`src/hw/rtl/assert_macros.svh`:
```
// ---------------------------------------------------------------------------
// Assertion macros
// Shared concurrent assertion forms, clocked on clk and idle during reset.
// ---------------------------------------------------------------------------
`ifndef ASSERT_MACROS_SVH
`define ASSERT_MACROS_SVH

// Implication that must hold in the same cycle.
`define SGRAP_ASSERT_IMP(label, ante, cons) \
  label: assert property (@(posedge clk) disable iff (!rst_n) (ante) |-> (cons)) \
    else $error("sgrap assertion failed");

// Implication checked in the cycle after the antecedent.
`define SGRAP_ASSERT_NXT(label, ante, cons) \
  label: assert property (@(posedge clk) disable iff (!rst_n) (ante) |=> (cons)) \
    else $error("sgrap assertion failed");

`endif

```
`src/hw/rtl/sgrap_pkg.sv`:
```
// ---------------------------------------------------------------------------
// sgrap_pkg
// Types, codes and pen update functions of the SGR attribute parser.
// ---------------------------------------------------------------------------
`default_nettype none

package sgrap_pkg;

  localparam int PARAM_WIDTH_DEF = 16;
  localparam int IN_TDATA_W      = 16;
  localparam int CODE_W          = 16;
  localparam int OUT_TDATA_W     = 56;
  localparam int OUT_PAYLOAD_W   = 54;
  localparam int OUT_PAD_W       = OUT_TDATA_W - OUT_PAYLOAD_W;
  localparam int OUT_TUSER_W     = 4;

  typedef logic [CODE_W-1:0] code_t;

  // SGR codes
  localparam code_t CODE_RESET       = 16'd0;
  localparam code_t CODE_BOLD        = 16'd1;
  localparam code_t CODE_ITALIC      = 16'd3;
  localparam code_t CODE_UNDERLINE   = 16'd4;
  localparam code_t CODE_BLINK_SLOW  = 16'd5;
  localparam code_t CODE_BLINK_FAST  = 16'd6;
  localparam code_t CODE_INVERSE     = 16'd7;
  localparam code_t CODE_STRIKE      = 16'd9;
  localparam code_t CODE_NO_BOLD     = 16'd21;
  localparam code_t CODE_NORMAL      = 16'd22;
  localparam code_t CODE_NO_ITALIC   = 16'd23;
  localparam code_t CODE_NO_UNDER    = 16'd24;
  localparam code_t CODE_NO_BLINK    = 16'd25;
  localparam code_t CODE_NO_INVERSE  = 16'd27;
  localparam code_t CODE_NO_STRIKE   = 16'd29;
  localparam code_t CODE_FG_BASE     = 16'd30;
  localparam code_t CODE_FG_TOP      = 16'd37;
  localparam code_t CODE_FG_EXT      = 16'd38;
  localparam code_t CODE_FG_DEFAULT  = 16'd39;
  localparam code_t CODE_BG_BASE     = 16'd40;
  localparam code_t CODE_BG_TOP      = 16'd47;
  localparam code_t CODE_BG_EXT      = 16'd48;
  localparam code_t CODE_BG_DEFAULT  = 16'd49;
  localparam code_t CODE_FG_BRIGHT   = 16'd90;
  localparam code_t CODE_FG_BRT_TOP  = 16'd97;
  localparam code_t CODE_BG_BRIGHT   = 16'd100;
  localparam code_t CODE_BG_BRT_TOP  = 16'd107;
  localparam code_t BRIGHT_OFFSET    = 16'd8;
  localparam code_t SUB_PALETTE      = 16'd5;
  localparam code_t SUB_RGB          = 16'd2;

  // Style bit positions
  localparam int STY_BOLD      = 0;
  localparam int STY_ITALIC    = 1;
  localparam int STY_UNDERLINE = 2;
  localparam int STY_BLINK     = 3;
  localparam int STY_INVERSE   = 4;
  localparam int STY_STRIKE    = 5;

  typedef enum logic [1:0] {
    KIND_DEFAULT = 2'd0,
    KIND_PALETTE = 2'd1,
    KIND_RGB     = 2'd2
  } colour_kind_t;

  typedef struct packed {
    colour_kind_t kind;
    logic [7:0]   c0;
    logic [7:0]   c1;
    logic [7:0]   c2;
  } colour_t;

  typedef struct packed {
    logic [5:0] style;
    colour_t    fg;
    colour_t    bg;
  } pen_t;

  localparam colour_t COLOUR_DEFAULT = '{kind: KIND_DEFAULT, c0: 8'd0, c1: 8'd0, c2: 8'd0};
  localparam pen_t    PEN_RESET      = '{style: 6'd0, fg: COLOUR_DEFAULT, bg: COLOUR_DEFAULT};

  // Progress through a 38/48 extended colour form
  typedef enum logic [2:0] {
    PH_IDLE  = 3'd0,
    PH_SUB   = 3'd1,
    PH_PAL   = 3'd2,
    PH_RED   = 3'd3,
    PH_GREEN = 3'd4,
    PH_BLUE  = 3'd5
  } ext_phase_t;

  typedef enum logic [2:0] {
    ST_RUN  = 3'd0,
    ST_FIN  = 3'd1,
    ST_REP1 = 3'd2,
    ST_REP2 = 3'd3,
    ST_EMIT = 3'd4
  } ctrl_state_t;

  typedef enum logic [2:0] {
    OP_NONE         = 3'd0,
    OP_STEP         = 3'd1,
    OP_CLEAR        = 3'd2,
    OP_TRUNC        = 3'd3,
    OP_REPLAY_RED   = 3'd4,
    OP_REPLAY_GREEN = 3'd5
  } dp_op_t;

  typedef struct packed {
    dp_op_t op;
    logic   load_out;
  } dp_cmd_t;

  typedef struct packed {
    ext_phase_t phase;
  } dp_stat_t;

  function automatic colour_t palette_colour(logic [7:0] idx);
    colour_t c;
    c = '{kind: KIND_PALETTE, c0: idx, c1: 8'd0, c2: 8'd0};
    return c;
  endfunction

  function automatic pen_t set_ext(pen_t p, logic bg, colour_t c);
    pen_t q;
    q = p;
    if (bg) begin
      q.bg = c;
    end else begin
      q.fg = c;
    end
    return q;
  endfunction

  // Every code except the extended colour introducers.
  function automatic pen_t plain_code(pen_t p, code_t v);
    pen_t q;
    q = p;
    unique case (v) inside
      CODE_RESET:                       q = PEN_RESET;
      CODE_BOLD:                        q.style[STY_BOLD] = 1'b1;
      CODE_ITALIC:                      q.style[STY_ITALIC] = 1'b1;
      CODE_UNDERLINE:                   q.style[STY_UNDERLINE] = 1'b1;
      CODE_BLINK_SLOW, CODE_BLINK_FAST: q.style[STY_BLINK] = 1'b1;
      CODE_INVERSE:                     q.style[STY_INVERSE] = 1'b1;
      CODE_STRIKE:                      q.style[STY_STRIKE] = 1'b1;
      CODE_NO_BOLD, CODE_NORMAL:        q.style[STY_BOLD] = 1'b0;
      CODE_NO_ITALIC:                   q.style[STY_ITALIC] = 1'b0;
      CODE_NO_UNDER:                    q.style[STY_UNDERLINE] = 1'b0;
      CODE_NO_BLINK:                    q.style[STY_BLINK] = 1'b0;
      CODE_NO_INVERSE:                  q.style[STY_INVERSE] = 1'b0;
      CODE_NO_STRIKE:                   q.style[STY_STRIKE] = 1'b0;
      [CODE_FG_BASE:CODE_FG_TOP]:       q.fg = palette_colour(8'(v - CODE_FG_BASE));
      CODE_FG_DEFAULT:                  q.fg = COLOUR_DEFAULT;
      [CODE_BG_BASE:CODE_BG_TOP]:       q.bg = palette_colour(8'(v - CODE_BG_BASE));
      CODE_BG_DEFAULT:                  q.bg = COLOUR_DEFAULT;
      [CODE_FG_BRIGHT:CODE_FG_BRT_TOP]:
        q.fg = palette_colour(8'(v - CODE_FG_BRIGHT + BRIGHT_OFFSET));
      [CODE_BG_BRIGHT:CODE_BG_BRT_TOP]:
        q.bg = palette_colour(8'(v - CODE_BG_BRIGHT + BRIGHT_OFFSET));
      default: ;
    endcase
    return q;
  endfunction

  // A buffered code replayed at sequence end: an introducer there can no
  // longer complete, so it falls back to the default colour.
  function automatic pen_t replay_code(pen_t p, code_t v);
    pen_t q;
    if (v == CODE_FG_EXT) begin
      q = set_ext(p, 1'b0, COLOUR_DEFAULT);
    end else if (v == CODE_BG_EXT) begin
      q = set_ext(p, 1'b1, COLOUR_DEFAULT);
    end else begin
      q = plain_code(p, v);
    end
    return q;
  endfunction

endpackage

`default_nettype wire

```
`src/hw/rtl/sgr_attribute_parser.sv`:
```
// Words that do not end a sequence are taken one per cycle.
// A last word gives its pen on out_tvalid via ST_FIN and ST_EMIT, which loads the
// output register; an RGB form cut off after its red or green word first replays
// one or two of them; an empty sequence skips ST_FIN; a held result stalls ST_EMIT.
// Input is held off from a sequence end until the pen is in the output register.
// Reset (synchronous, rst_n low) gives a plain pen and no pending extended form.
// ---------------------------------------------------------------------------
// sgr_attribute_parser
// Applies SGR parameter words to a kept pen and emits the pen at sequence end.
// ---------------------------------------------------------------------------
`default_nettype none
`include "assert_macros.svh"

module sgr_attribute_parser
  import sgrap_pkg::*;
#(
  parameter int PARAM_WIDTH = PARAM_WIDTH_DEF
) (
  input  wire logic                   clk,
  input  wire logic                   rst_n,
  input  wire logic                   in_tvalid,
  output logic                        in_tready,
  input  wire logic [IN_TDATA_W-1:0]  in_tdata,   // [15:0] param_value
  input  wire logic                   in_tlast,   // last_param
  input  wire logic                   in_tuser,   // empty_sequence
  output logic                        out_tvalid,
  input  wire logic                   out_tready,
  // [5:0] style_bits, [13:6] fg_red_or_index, [21:14] fg_green,
  // [29:22] fg_blue, [37:30] bg_red_or_index, [45:38] bg_green,
  // [53:46] bg_blue, [55:54] zero
  output logic [OUT_TDATA_W-1:0]      out_tdata,
  output logic [OUT_TUSER_W-1:0]      out_tuser   // [1:0] fg_kind, [3:2] bg_kind
);

  dp_cmd_t  cmd;
  dp_stat_t stat;
  pen_t     out_pen;

  sgrap_ctrl u_ctrl (
    .clk        (clk),
    .rst_n      (rst_n),
    .in_tvalid  (in_tvalid),
    .in_tlast   (in_tlast),
    .in_tuser   (in_tuser),
    .out_tready (out_tready),
    .stat       (stat),
    .cmd        (cmd),
    .in_tready  (in_tready),
    .out_tvalid (out_tvalid)
  );

  sgrap_dp #(
    .PARAM_WIDTH (PARAM_WIDTH)
  ) u_dp (
    .clk      (clk),
    .rst_n    (rst_n),
    .cmd      (cmd),
    .in_value (in_tdata[PARAM_WIDTH-1:0]),
    .stat     (stat),
    .out_pen  (out_pen)
  );

  assign out_tdata = {{OUT_PAD_W{1'b0}},
                      out_pen.bg.c2, out_pen.bg.c1, out_pen.bg.c0,
                      out_pen.fg.c2, out_pen.fg.c1, out_pen.fg.c0,
                      out_pen.style};
  assign out_tuser = {out_pen.bg.kind, out_pen.fg.kind};

  // No word is taken while buffered codes are being replayed.
  `SGRAP_ASSERT_IMP(a_no_accept_in_replay, cmd.op == OP_REPLAY_RED || cmd.op == OP_REPLAY_GREEN, !in_tready)
  // An empty sequence drops any pending extended form.
  `SGRAP_ASSERT_NXT(a_empty_drops_ext, in_tvalid && in_tready && in_tuser, stat.phase == PH_IDLE)
  // Closing a cut-off extended form always leaves the tracker idle.
  `SGRAP_ASSERT_NXT(a_trunc_idles, cmd.op == OP_TRUNC, stat.phase == PH_IDLE)
  // A result appears only after the pen was copied to the output register.
  `SGRAP_ASSERT_IMP(a_valid_after_load, $rose(out_tvalid), $past(cmd.load_out))

endmodule

`default_nettype wire

```
`src/hw/rtl/sgrap_dp.sv`:
```
// ---------------------------------------------------------------------------
// sgrap_dp
// Datapath: pen registers, extended form tracking, buffered sub-parameters
// and the output pen register.
// ---------------------------------------------------------------------------
`default_nettype none

module sgrap_dp
  import sgrap_pkg::*;
#(
  parameter int PARAM_WIDTH = PARAM_WIDTH_DEF
) (
  input  wire logic                   clk,
  input  wire logic                   rst_n,
  input  wire dp_cmd_t                cmd,
  input  wire logic [PARAM_WIDTH-1:0] in_value,
  output dp_stat_t                    stat,
  output pen_t                        out_pen
);

  pen_t                   pen_r, pen_nxt;
  ext_phase_t             phase_r, phase_nxt;
  logic                   ext_bg_r, ext_bg_nxt;
  logic [PARAM_WIDTH-1:0] red_r, red_nxt;
  logic [PARAM_WIDTH-1:0] green_r, green_nxt;
  pen_t                   out_pen_r;

  code_t v16;
  pen_t  base_pen;
  pen_t  code_pen;
  logic  is_ext;
  logic  do_code;

  assign v16      = CODE_W'(in_value);
  assign is_ext   = (v16 == CODE_FG_EXT) || (v16 == CODE_BG_EXT);
  // A bad sub-type first drops the pending colour, then counts as a code.
  assign base_pen = (phase_r == PH_SUB) ? set_ext(pen_r, ext_bg_r, COLOUR_DEFAULT) : pen_r;
  assign code_pen = plain_code(base_pen, v16);

  always_comb begin
    pen_nxt    = pen_r;
    phase_nxt  = phase_r;
    ext_bg_nxt = ext_bg_r;
    red_nxt    = red_r;
    green_nxt  = green_r;
    do_code    = 1'b0;
    unique case (cmd.op)
      OP_NONE: ;
      OP_CLEAR: begin
        pen_nxt   = PEN_RESET;
        phase_nxt = PH_IDLE;
      end
      OP_STEP: begin
        unique case (phase_r)
          PH_IDLE: do_code = 1'b1;
          PH_SUB: begin
            if (v16 == SUB_PALETTE) begin
              phase_nxt = PH_PAL;
            end else if (v16 == SUB_RGB) begin
              phase_nxt = PH_RED;
            end else begin
              do_code = 1'b1;
            end
          end
          PH_PAL: begin
            pen_nxt   = set_ext(pen_r, ext_bg_r, palette_colour(in_value[7:0]));
            phase_nxt = PH_IDLE;
          end
          PH_RED: begin
            red_nxt   = in_value;
            phase_nxt = PH_GREEN;
          end
          PH_GREEN: begin
            green_nxt = in_value;
            phase_nxt = PH_BLUE;
          end
          PH_BLUE: begin
            pen_nxt   = set_ext(pen_r, ext_bg_r,
                                '{kind: KIND_RGB, c0: red_r[7:0], c1: green_r[7:0],
                                  c2: in_value[7:0]});
            phase_nxt = PH_IDLE;
          end
          default: do_code = 1'b1;
        endcase
        if (do_code) begin
          if (is_ext) begin
            pen_nxt    = base_pen;
            phase_nxt  = PH_SUB;
            ext_bg_nxt = (v16 == CODE_BG_EXT);
          end else begin
            pen_nxt   = code_pen;
            phase_nxt = PH_IDLE;
          end
        end
      end
      OP_TRUNC: begin
        pen_nxt = set_ext(pen_r, ext_bg_r, COLOUR_DEFAULT);
        // The buffered palette sub-type replays as the blink code.
        if (phase_r == PH_PAL) begin
          pen_nxt.style[STY_BLINK] = 1'b1;
        end
        phase_nxt = PH_IDLE;
      end
      OP_REPLAY_RED:   pen_nxt = replay_code(pen_r, CODE_W'(red_r));
      OP_REPLAY_GREEN: pen_nxt = replay_code(pen_r, CODE_W'(green_r));
      default: ;
    endcase
  end

  always_ff @(posedge clk) begin
    if (!rst_n) begin
      pen_r    <= PEN_RESET;
      phase_r  <= PH_IDLE;
      ext_bg_r <= 1'b0;
    end else begin
      pen_r    <= pen_nxt;
      phase_r  <= phase_nxt;
      ext_bg_r <= ext_bg_nxt;
    end
  end

  always_ff @(posedge clk) begin
    red_r   <= red_nxt;
    green_r <= green_nxt;
    if (cmd.load_out) begin
      out_pen_r <= pen_r;
    end
  end

  assign stat.phase = phase_r;
  assign out_pen    = out_pen_r;

endmodule

`default_nettype wire

```
`src/hw/rtl/sgrap_ctrl.sv`:
```
// ---------------------------------------------------------------------------
// sgrap_ctrl
// Controller: sequences word steps, sequence-end replay and result hand-off.
// ---------------------------------------------------------------------------
`default_nettype none

module sgrap_ctrl
  import sgrap_pkg::*;
(
  input  wire logic     clk,
  input  wire logic     rst_n,
  input  wire logic     in_tvalid,
  input  wire logic     in_tlast,
  input  wire logic     in_tuser,
  input  wire logic     out_tready,
  input  wire dp_stat_t stat,
  output dp_cmd_t       cmd,
  output logic          in_tready,
  output logic          out_tvalid
);

  ctrl_state_t state_r, state_nxt;
  logic        rep_two_r, rep_two_nxt;
  logic        out_valid_r, out_valid_nxt;
  logic        out_free;

  assign out_free = !out_valid_r || out_tready;

  // Next state
  always_comb begin
    state_nxt   = state_r;
    rep_two_nxt = rep_two_r;
    unique case (state_r)
      ST_RUN: begin
        if (in_tvalid) begin
          if (in_tuser) begin
            state_nxt = ST_EMIT;
          end else if (in_tlast) begin
            state_nxt = ST_FIN;
          end
        end
      end
      ST_FIN: begin
        rep_two_nxt = (stat.phase == PH_BLUE);
        if (stat.phase == PH_GREEN || stat.phase == PH_BLUE) begin
          state_nxt = ST_REP1;
        end else begin
          state_nxt = ST_EMIT;
        end
      end
      ST_REP1: state_nxt = rep_two_r ? ST_REP2 : ST_EMIT;
      ST_REP2: state_nxt = ST_EMIT;
      ST_EMIT: begin
        if (out_free) begin
          state_nxt = ST_RUN;
        end
      end
      default: state_nxt = ST_RUN;
    endcase
  end

  // Outputs
  always_comb begin
    cmd.op       = OP_NONE;
    cmd.load_out = 1'b0;
    in_tready    = 1'b0;
    unique case (state_r)
      ST_RUN: begin
        in_tready = 1'b1;
        if (in_tvalid) begin
          cmd.op = in_tuser ? OP_CLEAR : OP_STEP;
        end
      end
      ST_FIN: begin
        if (stat.phase != PH_IDLE) begin
          cmd.op = OP_TRUNC;
        end
      end
      ST_REP1: cmd.op = OP_REPLAY_RED;
      ST_REP2: cmd.op = OP_REPLAY_GREEN;
      ST_EMIT: cmd.load_out = out_free;
      default: ;
    endcase
  end

  always_comb begin
    if (cmd.load_out) begin
      out_valid_nxt = 1'b1;
    end else if (out_tready) begin
      out_valid_nxt = 1'b0;
    end else begin
      out_valid_nxt = out_valid_r;
    end
  end

  always_ff @(posedge clk) begin
    if (!rst_n) begin
      state_r     <= ST_RUN;
      rep_two_r   <= 1'b0;
      out_valid_r <= 1'b0;
    end else begin
      state_r     <= state_nxt;
      rep_two_r   <= rep_two_nxt;
      out_valid_r <= out_valid_nxt;
    end
  end

  assign out_tvalid = out_valid_r;

endmodule

`default_nettype wire

```
`config.mk`:
```
export PLATFORM = sky130hd
export DESIGN_NAME = sgr_attribute_parser
export DESIGN_NICKNAME = d
export VERILOG_FILES = /design/src/hw/rtl/sgrap_pkg.sv /design/src/hw/rtl/sgr_attribute_parser.sv /design/src/hw/rtl/sgrap_dp.sv /design/src/hw/rtl/sgrap_ctrl.sv
export VERILOG_INCLUDE_DIRS = /design/src /design/src/hw/rtl
export SDC_FILE = /design/constraint.sdc
export NUM_CORES = 1
export LEC_CHECK = 0
export BUFFER_PORTS_ARGS = -buffer_cell sky130_fd_sc_hd__buf_2
export CORE_MARGIN = 1
export CORE_UTILIZATION = 54
export DETAILED_ROUTE_END_ITERATION = 7
export PLACE_DENSITY = 0.84
export SYNTH_ARGS = -nofsm -noshare
export SYNTH_HDL_FRONTEND = slang
export SYNTH_SLANG_ARGS = --single-unit
```
`constraint.sdc`:
```
create_clock -name clk -period 6.9 [get_ports clk]
set_input_delay 1.035 -clock clk [delete_from_list [all_inputs] [get_ports clk]]
set_output_delay 1.035 -clock clk [all_outputs]
set_load 0.05 [all_outputs]
```
* After elaboration in Yosys (flattened, before gate mapping)
Cells that the tools add are included.
Widths: inputs -> output; s select.
** Operators by class
- Multiplexer cells :: 65
- Reduce and logical (&&, ||, !) cells :: 68
- Add/subtract/negate cells :: 18
- Eq/ne operators :: 103
- Magnitude comparators :: 24
- Bitwise logic cells :: 1
** Operator list (count)
- $pmux 26 s3 :: 6
- $mux 58 :: 6
- $eq 16x5->1 const B :: 21
- $pmux 58 s5 :: 1
- $eq 16x3->1 const B :: 12
- $eq 16x6->1 const B :: 12
- $mux 26 :: 6
- $pmux 52 s2 :: 1
- $ge 16x7->1 const B :: 6
- $le 16x6->1 const B :: 6
- $le 16x7->1 const B :: 6
- $eq 16x2->1 const B :: 4
- $reduce_and 9->1 :: 6
- $mux 52 :: 1
- $reduce_or 2->1 :: 26
- $add 8x4->8 const B :: 6
- $eq 16x1->1 const B :: 3
- $eq 16x4->1 const B :: 3
- $ge 16x5->1 const B :: 3
- $ge 16x6->1 const B :: 3
- $logic_not 16->1 :: 3
- $sub 8x7->8 const B :: 6
- $pmux 1 s2 :: 19
- $ne 3x2->1 const B :: 12
- 33 further kinds :: 101
** Storage, ports and cells
- Logic and storage cells :: 309
- Register bits :: 157
- Output and inout port bits :: 62
- Bits of input ports :: 22

* Depth between registers and ports, before layout
- Word-level depth :: 7
- Gate-level depth with buffers :: 13
- Depth with buffers taken out :: 10

* Cells and area by module
A second synthesis with hierarchy kept.
** Unflattened totals
- Cells, all modules :: 927
- Area, all modules :: 9180.1 sq um
** Modules (own cells, without submodules)
- sgrap_dp :: area each 8812.2 sq um, seq. area each 3943.8 sq um, cells each 880, times used 1
- sgrap_ctrl :: area each 349.1 sq um, seq. area each 100.1 sq um, cells each 44, times used 1
- sgr_attribute_parser :: area each 18.8 sq um, seq. area each 0.0 sq um, cells each 3, times used 1

* Worst setup path after synthesis
No wires, ideal clock.
- Path type :: input-to-reg
- From :: input port out_tready
- To :: register u_dp.out_pen_r (netlist bit u_dp.out_pen[0]) (enable)
- Stages on the path :: 2
- Buffers on the path :: 0
- Data arrival time :: 6.587 ns
- Library setup time :: 0.617 ns
- Data required time :: 6.283 ns
- Path slack :: -0.304 ns
- Cells stage by stage :: nor2b_1 -> nor4_1
** On the way
- Word-level cells in the longest chain between the ends :: 2
** RTL lines
- from (decl) :: line sgr_attribute_parser.sv:27 : input wire logic out_tready,
- $logic_or 1x1->1 :: line sgrap_ctrl.sv:27 : assign out_free = !out_valid_r || out_tready;
- $mux 1 :: line sgrap_ctrl.sv:67 : unique case (state_r)
- to (signal assigned) :: line sgrap_dp.sv:126 : out_pen_r <= pen_r;
- to (decl) :: line sgrap_dp.sv:26 : pen_t out_pen_r;
No other way between the ends.
A chain may end at the register's enable or synchronous reset.

* Worst setup path in the final report
- From :: register u_dp.red_r[3]
- To :: register u_dp.pen_r[27] in the netlist's numbering
** On the way
- Word-level cells in the longest chain between the ends :: 4
- Elaborated cells between the ends (all ways) :: 16
- Classes of those cells :: order compare (4); eq/ne (5); mux (2); reduce/logical (5)
** RTL lines
- from (decl) :: line sgrap_dp.sv:24 : logic [PARAM_WIDTH-1:0] red_r, red_nxt;
- from (signal assigned) :: line sgrap_dp.sv:123 : red_r <= red_nxt;
- $ge 16x7->1 (implied by the code), or another cell as far along :: line sgrap_pkg.sv:174 : q = plain_code(p, v);
- $logic_and 1x1->1 (implied by the code) / $reduce_or 2->1 (equally long branches)
- $ne 5x2->1 (no line)
- $reduce_and 8->1 (no line)
- to (signal assigned) :: line sgrap_dp.sv:116 : pen_r <= pen_nxt;
- to (decl) :: line sgrap_dp.sv:21 : pen_t pen_r, pen_nxt;
Several ways; a longest one is shown, not always the timed one. The select of a mux whose other input is x is not followed.

==> results by group <==
STA
  – Final period utilization: 66.1%
  – Hold Slack: 0.430 ns
  – Worst Tran Pin Value: 1.24 ns
  – Max Transition Viols Final: 0
  – FMAX: 0.219 GHz
  – Fin Setup TNS: 0 ns
  – Rel. slew slack: 16.3%
  – Unrepaired setup endpoints after global routing: false
  – Final min period: 4.56 ns
  – Clock Skew: 0.0131 ns
  – Hold Fails Final Rpt: 0
  – Final setup vio count: 0

Finish
  – Area Overhead vs Synth: 11.5%
  – Fill cells: 1400
  – Share of cells above drive strength 1: 14.1%
  – Nets: 1067
  – Ant. Diodes: 0
  – Most frequent cells in the layout: nand2_1 (92), edfxtp_1 (90), buf_2 (81)
  – Commonest non-fill, non-tap cell in the layout: nand2_1

Clocking
  – Post-cts resize count: 0
  – Clk slew on worst S/H paths: 0.07 ns
  – Longest Clk Path Bufs: 2
  – Clk Latency, worst-skew pair: 0.44 ns
  – Number of clock sinks: 157
  – CTS Buf Count: 17
  – Post CTS Setup Buffer Count: 0
  – Root Buffer: clkbuf_16
  – CTS tree: done
  – H-tree Lvls: 4
  – CTS hold repair buffers: 0

Run
  – Max Cap Violations: 0

Global routing
  – GRT Overall Usage: 34.3%
  – Largest net degree at the start of global routing: 59
  – First-pass GRT wire length: 45300 um
  – Initial antenna violation count: 0
  – Vias in the first global route: 7717
  – Total global routing overflow: 0

Logic synthesis
  – Ys Warns: 0
  – Syn Area/Cell: 9.33 um^2
  – Syn Inst Count: 971
  – Async set or reset register ratio after synthesis: 0%
  – Main flop type after synthesis: edfxtp_1
  – EDFF count, synth: 90
  – Unique cell type count in the Yosys netlist: 82
  – Register area share after synthesis: 44.6%
  – Seq cells post-synth: 157
  – Mapped Area: 0.00906 mm^2

Pwr
  – Register share of total power: 47.1%
  – Clk pwr share: 43.2%
  – Net Sw Power: 0.000607 W
  – Switching part of the total: 28.1%
  – P per Cell Area: 214 mW/mm^2
  – P_int: 0.00155 W
  – Static Leak: 3.58 nW
  – Comb power frac: 9.7%
  – Maximum VDD drop: 0.220 mV

Die
  – Core footprint: 0.0161 mm^2
  – Num rows: 46
  – Initial Util: 56.2%
  – Die area: 0.0173 mm^2
  – Die H: 132 um
  – IO Count: 84
  – Die Width: 132 um

Critical path
  – R2R cell count: 10
  – RR Startpoint: u_dp.red_r[3]$_DFFE_PP_
  – Startpoint types: flop
  – Flop2flop setup slack: 2.34 ns
  – R2r endpoint: u_dp.pen_r[27]$_SDFFE_PN0P_
  – CP endpoint kind: flop
  – Critical path type: flop to flop
  – CP arrival: 4.93 ns
  – CP max FO: 16
  – Data required, critical path: 7.28 ns

Detailed routing
  – Top sig layer: met4
  – Initial DRC Count: 1240
  – Total Wirelength: 29400 um
  – M1 WL: 11800 um
  – Vias per cell: 6.87
  – TritonRoute pass-1 iters: 5
  – Average wire per standard cell: 23.7 um
  – Detail Route Antenna Nets: 0
  – Remaining DRCs: 0
  – Detail Route met3 WL: 3220 um
  – Detail Route met2 WL: 13100 um
  – Via Count: 8511

Outcome
  – Outcome: finished clean

Hold path
  – Worst Hold Launch: u_dp.pen_r[51]$_SDFFE_PN0P_
  – Hold crit path type: flop to flop
  – Hold depth: 0
  – Worst hold endpoint: u_dp.out_pen[51]$_DFFE_PP_

Placed design
  – DP Wirelength: 20900 um
  – GP Congestion: 1.02
  – Port Buffers: 81
## worst max path at each step
stage | endpoint | slack [ns] | startpoint
CTS | u_dp.pen_r[27]$_SDFFE_PN0P_ | 2.49 | u_dp.red_r[3]$_DFFE_PP_
global placement | u_dp.pen_r[26]$_SDFFE_PN0P_ | 2.33 | in_tdata[3]
detailed placement | u_dp.pen_r[37]$_SDFFE_PN0P_ | 2.15 | in_tdata[3]
global route | u_dp.pen_r[27]$_SDFFE_PN0P_ | 1.95 | u_dp.red_r[3]$_DFFE_PP_
finish | u_dp.pen_r[27]$_SDFFE_PN0P_ | 2.34 | u_dp.red_r[3]$_DFFE_PP_
floorplan | u_dp.out_pen[0]$_DFFE_PP_ | 2.16 | out_tready
## Yosys cell counts, drive strengths merged, types with 15 or more instances
cell type  count  share of area (%)
nand2         92                3.8
edfxtp        90                 30
nor2          48                2.0
a22o          38                3.7
o21ai         58                3.2
a211oi        15                1.4
nor2b         16                1.1
nand4         15                1.0
nor4          22                1.6
a31oi         22                1.5
a21oi         73                4.0
ha            35                4.8
nand3         40                2.2
clkbuf        58                2.4
dfxtp         67                 15
inv           36                1.5
nor3          28                1.6
## cells by family (layout without fill, tap and decap cells)
group / count (synthesis) / after routing / share of synthesized area, %
AOI/OAI and AO/OA: 318 / 318 / 24.5
xor gates and xnor gates: 16 / 16 / 1.55
adders and majority gates: 36 / 36 / 4.94
buffers and inverters: 106 / 157 / 4.65
DFF: 157 / 157 / 44.6
muxes: 8 / 8 / 0.898
other: 1 / 2 / 0.0414
and+or+nand+nor: 329 / 329 / 18.8
## critical path, cell delays in order, from the launching register on
cell and delay, ns:
edfxtp_1 0.62, inv_1 0.30, ha_1 0.30, nor4b_1 0.55
nand4_1 0.24, a21oi_1 0.36, nor2_1 0.09, a31oi_1 0.32
nand2_1 0.38, nor2_1 1.04, a22o_1 0.29
## layer usage
layer  global-route usage [%]  vias to the layer above
li1                         -                     3806
met1                     47.0                     3972
met2                     53.2                      644
met3                     5.36                       89
met4                     16.2                        0
met5                        0                        -
## area by class of cell
type | count | area, um^2 | share of cell area [%]
multi-input cells | 709 | 4620 | 45.7
clock inverters | 13 | 115 | 1.14
well taps | 216 | 270 | 2.68
inverters | 37 | 139 | 1.38
clock buffers | 19 | 454 | 4.50
flip-flops and latches | 157 | 4040 | 40.0
repair buffers | 88 | 458 | 4.53
## through the flow
stage | setup WS, ns | utilization [%] | instances | total power (W) | area, um^2
6_report | 2.34 | 62.7 | 1239 | 0.00216 | 10100
3_5_place_dp | 2.15 | 59.1 | 1207 | 0.00124 | 9530
3_3_place_gp | 2.33 | 59.1 | 1207 | 0.00124 | 9530
4_1_cts | 2.49 | 62.7 | 1239 | 0.00216 | 10100
5_1_grt | 1.95 | 62.7 | 1239 | 0.00221 | 10100
2_1_floorplan | 2.16 | - | 972 | 0.00118 | 9070
## state kept, by name (all words and copies together), names as in the netlist
signal,cells
u_dp.out_pen,58
u_dp.ext_bg_r,1
u_ctrl.rep_two_r,1
u_ctrl.out_tvalid,1
u_dp.stat,3
u_dp.green_r,16
u_dp.pen_r,58
u_dp.red_r,16
u_ctrl.state_r,3
## power by group through the flow
stage / Combinational [W] / Sequential [W] / Clock (W)
floorplan: 0.0000885 / 0.00109 / 0
global placement: 0.000204 / 0.00104 / 0
detailed placement: 0.000205 / 0.00104 / 0
CTS: 0.000206 / 0.00102 / 0.000937
global route: 0.000219 / 0.00102 / 0.000970
finish: 0.000210 / 0.00102 / 0.000933
Power figures use the tool's default switching activity.
